==> src/hdl/drm_pkg.sv <==
package drm_pkg;

    // Screen and table geometry.
    localparam int SCREEN_W  = 512;
    localparam int SCREEN_H  = 512;
    localparam int MAX_RECTS = 16;

    // Field widths.
    localparam int IN_W     = 16;
    localparam int EDGE_W   = 10;
    localparam int IDX_W    = $clog2(MAX_RECTS);
    localparam int CNT_W    = $clog2(MAX_RECTS + 1);
    localparam int AREA_W   = 23;
    localparam int SLACK_W  = 16;
    localparam int EAREA_W  = 2 * EDGE_W;
    localparam int LIMIT_W  = EAREA_W + 2;
    localparam int BOX_W    = 4 * EDGE_W;

    localparam logic signed [IN_W-1:0] SCREEN_W_S = IN_W'(SCREEN_W);
    localparam logic signed [IN_W-1:0] SCREEN_H_S = IN_W'(SCREEN_H);
    localparam logic [AREA_W-1:0]      SCREEN_AREA = AREA_W'(SCREEN_W * SCREEN_H);
    localparam logic [SLACK_W-1:0]     SLACK_RESET = SLACK_W'(600);
    localparam logic [CNT_W-1:0]       CNT_MAX     = CNT_W'(MAX_RECTS);

    typedef enum logic [1:0] {
        OP_ADD   = 2'd0,
        OP_CLEAR = 2'd1,
        OP_MARK  = 2'd2,
        OP_READ  = 2'd3
    } op_t;

    typedef enum logic [2:0] {
        ST_IDLE,
        ST_CLAMP,
        ST_AREA,
        ST_SCAN,
        ST_APPEND,
        ST_WIDEN,
        ST_READ,
        ST_DONE
    } state_t;

    // One stored rectangle, right and bottom exclusive.
    typedef struct packed {
        logic [EDGE_W-1:0] x0;
        logic [EDGE_W-1:0] y0;
        logic [EDGE_W-1:0] x1;
        logic [EDGE_W-1:0] y1;
    } box_t;

    // Access to the rectangle memory.
    typedef struct packed {
        logic             we;
        logic [IDX_W-1:0] waddr;
        logic [IDX_W-1:0] raddr;
        box_t             wdata;
    } ram_req_t;

    // One result word.
    typedef struct packed {
        logic              entry_valid;
        box_t              entry;
        logic [CNT_W-1:0]  rect_count;
        logic              all_dirty;
        logic [AREA_W-1:0] total_area;
    } res_t;

endpackage

==> src/hdl/dirty_rectangle_merger_top.sv <==
// Dirty rectangle merger: one command word in, one result word out, one at a time.
// Clear, mark and an add ignored while the whole screen is dirty go straight to the result;
// a read passes the read state, and an add clamps, then is clipped away or sizes and scans
// the held entries and merges into one, appends, or widens entry 0 when the table of 16 is full.
// A new word is accepted only after the previous result has entered the output register.
// Reset clears the count, the all-dirty flag and the area; the slack resets to 600.
module dirty_rectangle_merger_top (
    input  logic                              clk,
    input  logic                              rst_n,
    input  logic                              in_valid,
    output logic                              in_ready,
    input  logic [1:0]                        opcode,
    input  logic signed [drm_pkg::IN_W-1:0]   left,
    input  logic signed [drm_pkg::IN_W-1:0]   top,
    input  logic signed [drm_pkg::IN_W-1:0]   right,
    input  logic signed [drm_pkg::IN_W-1:0]   bottom,
    input  logic [drm_pkg::IDX_W-1:0]         entry_index,
    output logic                              out_valid,
    input  logic                              out_ready,
    output logic                              entry_valid,
    output logic [drm_pkg::EDGE_W-1:0]        entry_left,
    output logic [drm_pkg::EDGE_W-1:0]        entry_top,
    output logic [drm_pkg::EDGE_W-1:0]        entry_right,
    output logic [drm_pkg::EDGE_W-1:0]        entry_bottom,
    output logic [drm_pkg::CNT_W-1:0]         rect_count,
    output logic                              all_dirty,
    output logic [drm_pkg::AREA_W-1:0]        total_area,
    input  logic                              cfg_valid,
    output logic                              cfg_ready,
    input  logic [drm_pkg::SLACK_W-1:0]       cfg_data
);

    logic [drm_pkg::SLACK_W-1:0] slack_reg;
    logic                        out_valid_reg;
    drm_pkg::res_t               out_res_reg;

    logic                        res_valid;
    logic                        res_ready;
    drm_pkg::res_t               res;
    drm_pkg::ram_req_t           ram_req;
    logic [drm_pkg::BOX_W-1:0]   ram_rdata;

    // Merge slack register, writable at any time.
    assign cfg_ready = 1'b1;

    always_ff @(posedge clk or negedge rst_n)
    begin
        if (!rst_n)
        begin
            slack_reg <= drm_pkg::SLACK_RESET;
        end
        else if (cfg_valid)
        begin
            slack_reg <= cfg_data;
        end
    end

    drm_seq u_seq (
        .clk         (clk),
        .rst_n       (rst_n),
        .in_valid    (in_valid),
        .in_ready    (in_ready),
        .opcode      (opcode),
        .left        (left),
        .top         (top),
        .right       (right),
        .bottom      (bottom),
        .entry_index (entry_index),
        .slack       (slack_reg),
        .res_valid   (res_valid),
        .res_ready   (res_ready),
        .res         (res),
        .ram_req     (ram_req),
        .ram_rdata   (drm_pkg::box_t'(ram_rdata))
    );

    drm_ram #(
        .WIDTH (drm_pkg::BOX_W),
        .DEPTH (drm_pkg::MAX_RECTS)
    ) u_ram (
        .clk   (clk),
        .we    (ram_req.we),
        .waddr (ram_req.waddr),
        .wdata (ram_req.wdata),
        .raddr (ram_req.raddr),
        .rdata (ram_rdata)
    );

    // Output register: the sequencer may take a new word while a result waits.
    assign res_ready = !out_valid_reg || out_ready;

    always_ff @(posedge clk or negedge rst_n)
    begin
        if (!rst_n)
        begin
            out_valid_reg <= 1'b0;
        end
        else if (res_ready)
        begin
            out_valid_reg <= res_valid;
        end
    end

    always_ff @(posedge clk)
    begin
        if (res_ready && res_valid)
        begin
            out_res_reg <= res;
        end
    end

    assign out_valid    = out_valid_reg;
    assign entry_valid  = out_res_reg.entry_valid;
    assign entry_left   = out_res_reg.entry.x0;
    assign entry_top    = out_res_reg.entry.y0;
    assign entry_right  = out_res_reg.entry.x1;
    assign entry_bottom = out_res_reg.entry.y1;
    assign rect_count   = out_res_reg.rect_count;
    assign all_dirty    = out_res_reg.all_dirty;
    assign total_area   = out_res_reg.total_area;

endmodule

==> src/hdl/drm_ram.sv <==
module drm_ram #(
    parameter int WIDTH = 40,
    parameter int DEPTH = 16
) (
    input  logic                     clk,
    input  logic                     we,
    input  logic [$clog2(DEPTH)-1:0] waddr,
    input  logic [WIDTH-1:0]         wdata,
    input  logic [$clog2(DEPTH)-1:0] raddr,
    output logic [WIDTH-1:0]         rdata
);

    logic [WIDTH-1:0] mem [DEPTH];
    logic [WIDTH-1:0] rdata_reg;

    // One write port, one read port with registered data.
    always_ff @(posedge clk)
    begin
        if (we)
        begin
            mem[waddr] <= wdata;
        end
        rdata_reg <= mem[raddr];
    end

    assign rdata = rdata_reg;

endmodule

==> src/hdl/drm_eval.sv <==
module drm_eval (
    input  drm_pkg::box_t                      entry,
    input  drm_pkg::box_t                      nbox,
    input  logic [drm_pkg::EAREA_W-1:0]        n_area,
    input  logic [drm_pkg::SLACK_W-1:0]        slack,
    output drm_pkg::box_t                      ubox,
    output logic [drm_pkg::EAREA_W-1:0]        b_area,
    output logic [drm_pkg::EAREA_W-1:0]        u_area,
    output logic                               match
);

    logic [drm_pkg::LIMIT_W-1:0] limit;

    // Bounding union of the stored entry and the new rectangle.
    always_comb
    begin
        ubox.x0 = (entry.x0 < nbox.x0) ? entry.x0 : nbox.x0;
        ubox.y0 = (entry.y0 < nbox.y0) ? entry.y0 : nbox.y0;
        ubox.x1 = (entry.x1 > nbox.x1) ? entry.x1 : nbox.x1;
        ubox.y1 = (entry.y1 > nbox.y1) ? entry.y1 : nbox.y1;
    end

    // Areas of the entry and of the union; both edges are ordered.
    assign b_area = drm_pkg::EAREA_W'(entry.x1 - entry.x0)
                  * drm_pkg::EAREA_W'(entry.y1 - entry.y0);
    assign u_area = drm_pkg::EAREA_W'(ubox.x1 - ubox.x0)
                  * drm_pkg::EAREA_W'(ubox.y1 - ubox.y0);

    // Merge when the union costs no more than both areas plus the slack.
    assign limit = drm_pkg::LIMIT_W'(b_area) + drm_pkg::LIMIT_W'(n_area)
                 + drm_pkg::LIMIT_W'(slack);
    assign match = (drm_pkg::LIMIT_W'(u_area) <= limit);

endmodule

==> src/hdl/drm_seq.sv <==
module drm_seq (
    input  logic                              clk,
    input  logic                              rst_n,
    input  logic                              in_valid,
    output logic                              in_ready,
    input  logic [1:0]                        opcode,
    input  logic signed [drm_pkg::IN_W-1:0]   left,
    input  logic signed [drm_pkg::IN_W-1:0]   top,
    input  logic signed [drm_pkg::IN_W-1:0]   right,
    input  logic signed [drm_pkg::IN_W-1:0]   bottom,
    input  logic [drm_pkg::IDX_W-1:0]         entry_index,
    input  logic [drm_pkg::SLACK_W-1:0]       slack,
    output logic                              res_valid,
    input  logic                              res_ready,
    output drm_pkg::res_t                     res,
    output drm_pkg::ram_req_t                 ram_req,
    input  drm_pkg::box_t                     ram_rdata
);

    drm_pkg::state_t state_reg, state_next;

    logic [drm_pkg::CNT_W-1:0]  count_reg;
    logic                       whole_reg;
    logic [drm_pkg::AREA_W-1:0] sum_reg;

    logic signed [drm_pkg::IN_W-1:0] left_reg, top_reg, right_reg, bottom_reg;
    logic [drm_pkg::IDX_W-1:0]       idx_reg;
    logic [drm_pkg::IDX_W-1:0]       chk_reg;
    drm_pkg::box_t                   nbox_reg;
    drm_pkg::box_t                   e0_reg;
    logic [drm_pkg::EAREA_W-1:0]     n_area_reg;
    logic                            res_ev_reg;
    drm_pkg::box_t                   res_ent_reg;

    drm_pkg::op_t op_in;

    logic signed [drm_pkg::IN_W-1:0] x0c, y0c, x1c, y1c;
    logic                            clip_empty;
    logic [drm_pkg::CNT_W-1:0]       chk_succ;
    logic                            more;
    logic                            rd_hit;

    drm_pkg::box_t               ev_entry;
    drm_pkg::box_t               ev_ubox;
    logic [drm_pkg::EAREA_W-1:0] ev_b_area, ev_u_area;
    logic                        ev_match;
    logic [drm_pkg::AREA_W-1:0]  sum_grow;

    assign op_in = drm_pkg::op_t'(opcode);

    // Clip the incoming rectangle to the screen.
    always_comb
    begin
        x0c = left_reg[drm_pkg::IN_W-1] ? '0 : left_reg;
        y0c = top_reg[drm_pkg::IN_W-1] ? '0 : top_reg;
        x1c = (right_reg > drm_pkg::SCREEN_W_S) ? drm_pkg::SCREEN_W_S : right_reg;
        y1c = (bottom_reg > drm_pkg::SCREEN_H_S) ? drm_pkg::SCREEN_H_S : bottom_reg;
        clip_empty = (x1c <= x0c) || (y1c <= y0c);
    end

    // Scan bookkeeping and read hit test.
    assign chk_succ = drm_pkg::CNT_W'(chk_reg) + drm_pkg::CNT_W'(1);
    assign more     = (chk_succ < count_reg);
    assign rd_hit   = !whole_reg && (drm_pkg::CNT_W'(idx_reg) < count_reg);

    // The shared union unit sees the memory word, or entry 0 when widening.
    assign ev_entry = (state_reg == drm_pkg::ST_WIDEN) ? e0_reg : ram_rdata;

    drm_eval u_eval (
        .entry  (ev_entry),
        .nbox   (nbox_reg),
        .n_area (n_area_reg),
        .slack  (slack),
        .ubox   (ev_ubox),
        .b_area (ev_b_area),
        .u_area (ev_u_area),
        .match  (ev_match)
    );

    assign sum_grow = sum_reg + drm_pkg::AREA_W'(ev_u_area) - drm_pkg::AREA_W'(ev_b_area);

    // Next state.
    always_comb
    begin
        state_next = state_reg;
        case (state_reg)
            drm_pkg::ST_IDLE:
            begin
                if (in_valid)
                begin
                    case (op_in)
                        drm_pkg::OP_ADD:
                            state_next = whole_reg ? drm_pkg::ST_DONE : drm_pkg::ST_CLAMP;
                        drm_pkg::OP_READ:
                            state_next = drm_pkg::ST_READ;
                        default:
                            state_next = drm_pkg::ST_DONE;
                    endcase
                end
            end
            drm_pkg::ST_CLAMP:
                state_next = clip_empty ? drm_pkg::ST_DONE : drm_pkg::ST_AREA;
            drm_pkg::ST_AREA:
                state_next = (count_reg == '0) ? drm_pkg::ST_APPEND : drm_pkg::ST_SCAN;
            drm_pkg::ST_SCAN:
            begin
                if (ev_match)
                begin
                    state_next = drm_pkg::ST_DONE;
                end
                else if (!more)
                begin
                    state_next = (count_reg < drm_pkg::CNT_MAX) ? drm_pkg::ST_APPEND
                                                                : drm_pkg::ST_WIDEN;
                end
            end
            drm_pkg::ST_APPEND,
            drm_pkg::ST_WIDEN,
            drm_pkg::ST_READ:
                state_next = drm_pkg::ST_DONE;
            drm_pkg::ST_DONE:
                state_next = res_ready ? drm_pkg::ST_IDLE : drm_pkg::ST_DONE;
            default:
                state_next = drm_pkg::ST_IDLE;
        endcase
    end

    // Handshakes and memory access for each state.
    always_comb
    begin
        in_ready      = (state_reg == drm_pkg::ST_IDLE);
        res_valid     = (state_reg == drm_pkg::ST_DONE);
        ram_req.we    = 1'b0;
        ram_req.waddr = '0;
        ram_req.wdata = ev_ubox;
        ram_req.raddr = '0;
        case (state_reg)
            drm_pkg::ST_IDLE:
                ram_req.raddr = entry_index;
            drm_pkg::ST_SCAN:
            begin
                ram_req.raddr = chk_succ[drm_pkg::IDX_W-1:0];
                ram_req.we    = ev_match;
                ram_req.waddr = chk_reg;
            end
            drm_pkg::ST_APPEND:
            begin
                ram_req.we    = 1'b1;
                ram_req.waddr = count_reg[drm_pkg::IDX_W-1:0];
                ram_req.wdata = nbox_reg;
            end
            drm_pkg::ST_WIDEN:
                ram_req.we    = 1'b1;
            default:
                ram_req.we    = 1'b0;
        endcase
    end

    // Control state: state, count, all-dirty flag and running area.
    always_ff @(posedge clk or negedge rst_n)
    begin
        if (!rst_n)
        begin
            state_reg <= drm_pkg::ST_IDLE;
            count_reg <= '0;
            whole_reg <= 1'b0;
            sum_reg   <= '0;
        end
        else
        begin
            state_reg <= state_next;
            case (state_reg)
                drm_pkg::ST_IDLE:
                begin
                    if (in_valid && (op_in == drm_pkg::OP_CLEAR))
                    begin
                        count_reg <= '0;
                        whole_reg <= 1'b0;
                        sum_reg   <= '0;
                    end
                    else if (in_valid && (op_in == drm_pkg::OP_MARK))
                    begin
                        count_reg <= '0;
                        whole_reg <= 1'b1;
                        sum_reg   <= '0;
                    end
                end
                drm_pkg::ST_SCAN:
                begin
                    if (ev_match)
                    begin
                        sum_reg <= sum_grow;
                    end
                end
                drm_pkg::ST_APPEND:
                begin
                    count_reg <= count_reg + drm_pkg::CNT_W'(1);
                    sum_reg   <= sum_reg + drm_pkg::AREA_W'(n_area_reg);
                end
                drm_pkg::ST_WIDEN:
                    sum_reg <= sum_grow;
                default:
                    sum_reg <= sum_reg;
            endcase
        end
    end

    // Word and working registers.
    always_ff @(posedge clk)
    begin
        case (state_reg)
            drm_pkg::ST_IDLE:
            begin
                if (in_valid)
                begin
                    left_reg    <= left;
                    top_reg     <= top;
                    right_reg   <= right;
                    bottom_reg  <= bottom;
                    idx_reg     <= entry_index;
                    res_ev_reg  <= 1'b0;
                    res_ent_reg <= '0;
                end
            end
            drm_pkg::ST_CLAMP:
            begin
                nbox_reg.x0 <= x0c[drm_pkg::EDGE_W-1:0];
                nbox_reg.y0 <= y0c[drm_pkg::EDGE_W-1:0];
                nbox_reg.x1 <= x1c[drm_pkg::EDGE_W-1:0];
                nbox_reg.y1 <= y1c[drm_pkg::EDGE_W-1:0];
            end
            drm_pkg::ST_AREA:
            begin
                n_area_reg <= drm_pkg::EAREA_W'(nbox_reg.x1 - nbox_reg.x0)
                            * drm_pkg::EAREA_W'(nbox_reg.y1 - nbox_reg.y0);
                chk_reg    <= '0;
            end
            drm_pkg::ST_SCAN:
            begin
                if (chk_reg == '0)
                begin
                    e0_reg <= ram_rdata;
                end
                if (!ev_match)
                begin
                    chk_reg <= chk_succ[drm_pkg::IDX_W-1:0];
                end
            end
            drm_pkg::ST_READ:
            begin
                res_ev_reg  <= rd_hit;
                res_ent_reg <= rd_hit ? ram_rdata : '0;
            end
            default:
                chk_reg <= chk_reg;
        endcase
    end

    // Result word from the state after this command.
    always_comb
    begin
        res.entry_valid = res_ev_reg;
        res.entry       = res_ent_reg;
        res.rect_count  = count_reg;
        res.all_dirty   = whole_reg;
        res.total_area  = whole_reg ? drm_pkg::SCREEN_AREA : sum_reg;
    end

    // The table never holds more rectangles than it has entries.
    assert property (@(posedge clk) disable iff (!rst_n)
        count_reg <= drm_pkg::CNT_MAX)
        else $error("rectangle count beyond table depth");

    // Marking the whole screen leaves an empty table and no summed area.
    assert property (@(posedge clk) disable iff (!rst_n)
        whole_reg |-> (count_reg == '0) && (sum_reg == '0))
        else $error("whole screen marked with entries held");

    // The scan only looks at entries that are held.
    assert property (@(posedge clk) disable iff (!rst_n)
        (state_reg == drm_pkg::ST_SCAN) |-> (drm_pkg::CNT_W'(chk_reg) < count_reg))
        else $error("scan beyond held entries");

    // An append grows the table by exactly one entry.
    assert property (@(posedge clk) disable iff (!rst_n)
        (state_reg == drm_pkg::ST_APPEND) |=>
            (count_reg == $past(count_reg) + drm_pkg::CNT_W'(1)))
        else $error("append did not grow the table");

endmodule
==> config.mk <==
export PLATFORM = sky130hd
export DESIGN_NAME = dirty_rectangle_merger_top
export DESIGN_NICKNAME = d
export VERILOG_FILES = /design/src/hdl/drm_pkg.sv /design/src/hdl/dirty_rectangle_merger_top.sv /design/src/hdl/drm_ram.sv /design/src/hdl/drm_eval.sv /design/src/hdl/drm_seq.sv
export SDC_FILE = /design/constraint.sdc
export NUM_CORES = 2
export LEC_CHECK = 0
export ABC_AREA = 0
export BUFFER_PORTS_ARGS = -buffer_cell sky130_fd_sc_hd__buf_2
export CAP_MARGIN = 20
export CORE_UTILIZATION = 50
export CTS_CLUSTER_DIAMETER = 200
export DETAILED_ROUTE_END_ITERATION = 8
export PLACE_DENSITY = 0.69
export SYNTH_ARGS = -nofsm -noshare
export SYNTH_HDL_FRONTEND = slang
export SYNTH_SLANG_ARGS = --single-unit
==> constraint.sdc <==
create_clock -name clk -period 14.51 [get_ports clk]
set_clock_uncertainty 0.15 [all_clocks]
set_input_delay 0 -clock clk [delete_from_list [all_inputs] [get_ports clk]]
set_output_delay 0 -clock clk [all_outputs]
set_load 0.02 [all_outputs]
==> metrics.txt <==
wire length of the first global-routing pass=256,000 µm; most frequent cell on the critical path=o21ai_0; Largest Register=u_ram.mem; post-synthesis register bit count=1,012; Remaining DRCs=0; top cells by area, synth=edfxtp_1, fa_1, ha_1; core box area=122,000 µm²; Rel. slew slack=0.280; Seq/Total Area, Yosys=0.482; DP HPWL=119,000 µm; Routed wire per std cell=22.4 µm; kind of critical path=reg2reg; I/O pins=164; setup TNS=0 ps; Hold WC Path Type=in2reg; Data arrival, critical path=13,900 ps; Hold Fails Final Rpt=0; Largest register FFs=640; status=finished clean; vias in the first global route=42,859; row count=128; EDFF count, synth=923; Die Y=353 µm; post-synth top area share=0.449; RSZ-0062 raised after global routing=false; Initial Utilization=0.506; slowest stage delay, CP=650 ps; Die X-Extent=353 µm; Tot GR Track Use=0.270; Root Driver=clkbuf_16; H-tree lvl count=3; fin. max-slew vios=0; placed cell areas=64,700 µm²; vias per std cell=5.65; die area=125,000 µm²; min cycle time layout=13,720 ps; Max Cap Viol=0; slowest CP cell=fa_1; syn nets=6,295; placed insts=7,107; CTS buffer count=103; largest net degree at the start of global routing=193; RePlAce Congestion=0.966; Layout area overhead=14.1%; CP endpoint kind=flop; layout cells sized above 1=0.0941; period utilisation layout=0.945; via count=42,497; largest buffer count on any clock path=3; Routed WL=168,000 µm; non-filler cells in the finished layout=7,523; top_reg_cell synth=edfxtp_1; Pre-antenna DRT Iters=6; initial antenna violation count=6; Clk Latency, worst-skew pair=740 ps; number of port buffers=162; pre-CTS WS=218 ps; worst path required time=14,690 ps; Mapped Area=61,700 µm²; clock transition at the registers of the reported paths=60 ps; CTS tree=done; crit-path max FO=40; syn avg cell area=11.4 µm²; Synth cell types=83; Synth area leader=edfxtp_1; Initial DRC Count=4,026; Final ANT Viol Nets=0; Mapped Cells=5,434; ys async rst share=0.0484; GR Overflow Total=0; synth warn=0; Final nets=6,670; Startpoint Class=flop; final setup margin=794 ps; Fmax=72.9 MHz; Sink Count=1,012; Slew @ Worst Pin=1080 ps; Post-Layout Inst Area=70,400 µm²; final setup violation count=0
-- stage by stage --
step	hold slack (ps)	util
6_report	103	0.577
5_1_grt	90.5	0.577
4_1_cts	41.0	0.575
3_5_place_dp	28.1	0.531
3_3_place_gp	27.4	0.530
2_1_floorplan	-446	-
-- per-layer routing --
layer / global-route usage / wire length (µm) / up-vias
met1: 0.365 / 70400 / 21052
met5: 0 / 33 / -
met2: 0.440 / 79000 / 1666
met3: 0.0398 / 11900 / 341
li1: - / - / 19432
met4: 0.105 / 6840 / 6
-- cell families (layout without fill, tap and decap cells) --
group                    after synthesis  in the layout  share of synthesized area
XOR/XNOR                             189            189                     0.0275
other                                  1              3                  0.0000608
buffers and inverters                982           1444                     0.0600
AO/OA/AOI/OAI                       1001           1001                      0.109
AND/OR/NAND/NOR                     1413           1413                      0.106
adder cells (fa/ha/maj)              773            773                      0.204
multiplexers                          63             63                     0.0113
flip-flops                          1012           1012                      0.482
-- cells in the mapped netlist (33+ instances only) --
cell type / instances
o21a_1: 33
nand2_1: 592
a21o_1: 59
a211oi_1: 210
nand2b_1: 69
o21ai_0: 142
nand3_1: 34
a311oi_1: 81
and2_1: 219
mux2_2: 51
clkbuf_1: 200
xor2_1: 47
ha_1: 383
edfxtp_1: 923
dfxtp_1: 40
xnor2_1: 139
fa_1: 387
a21oi_1: 238
nor2_1: 306
inv_1: 766
nor2b_1: 60
dfrtp_1: 45
a31oi_1: 94
-- critical path, delay by kind of cell (launching register included) --
| family | cells | cell delay [ps] |
|---|---|---|
| and+or+nand+nor | 13 | 2080 |
| AOI/OAI and AO/OA | 21 | 4010 |
| DFF | 1 | 410 |
| xor gates and xnor gates | 2 | 470 |
| muxes | 1 | 410 |
| adders and majority gates | 10 | 4060 |
| buffers and inverters | 6 | 1660 |
-- layout by cell type (no fill, tap or decap), types with 10 or more instances in the layout --
cell           synthesis  final
edfxtp_1             923    923
inv_1                766    765
nand2_1              592    592
fa_1                 387    387
ha_1                 383    383
nor2_1               306    288
a21oi_1              238    234
and2_1               219    217
a211oi_1             210    210
dlygate4sd3_1          0    207
buf_2                  0    162
xnor2_1              139    139
o21ai_0              142    134
clkbuf_16              0    105
buf_4                  4    104
a31oi_1               94     93
a311oi_1              81     81
nand2b_1              69     69
nor2b_1               60     60
a21o_1                59     56
mux2_2                51     51
xor2_1                47     47
dfrtp_1               45     45
dfxtp_1               40     40
clkbuf_1             200     36
nand3_1               34     34
o21a_1                33     33
o21bai_1              30     30
nor3_1                29     27
or2_2                 25     25
nand4_1               19     19
a221oi_1              18     18
a21boi_0              17     17
nor2_4                 0     16
and2_0                14     14
and3_1                14     13
mux2i_1               11     11
clkinv_2               0     11
clkinv_1               0     10
-- path summary, 6_finish.rpt --
check | cells after the start | to | start | slack (ps)
setup / recovery | 53 | u_ram.mem[3][0]$_DFFE_PP_ | u_seq.state_reg[2]$_DFFE_PN0P_ | 790
hold / removal | 4 | out_valid$_DFFE_PN0P_ | out_ready | 100
setup reg to reg | 53 | u_ram.mem[3][0]$_DFFE_PP_ | u_seq.state_reg[2]$_DFFE_PN0P_ | 790
hold reg to reg | 0 | entry_left[2]$_DFFE_PP_ | u_seq.res[61]$_SDFFCE_PN0P_ | 270
max in group asynchronous | 4 | u_seq.sum_reg[17]$_DFFE_PN0P_ | rst_n | 13240
min in group asynchronous | 4 | u_seq.sum_reg[0]$_DFFE_PN0P_ | rst_n | 440
-- timing repair --
action	CTS	global route
hold buffers	207	0
setup endpoints to repair	0	648
buffers inserted	0	11
gates resized for setup	0	10
hold endpoints to repair	235	0
-- final cells by class --
cell class,count,area [µm²]
fillers,9946,51700
inverters,767,2880
repair buffers,485,3860
diodes,2,5.00
flip-flops and latches,1012,29700
well taps,1625,2030
multi-input cells,3440,28500
clock buffers,147,2850
clock inverters,45,537
Power is not shown: default switching activity piles up to over one toggle a cycle in this logic, so the estimate is an artifact.
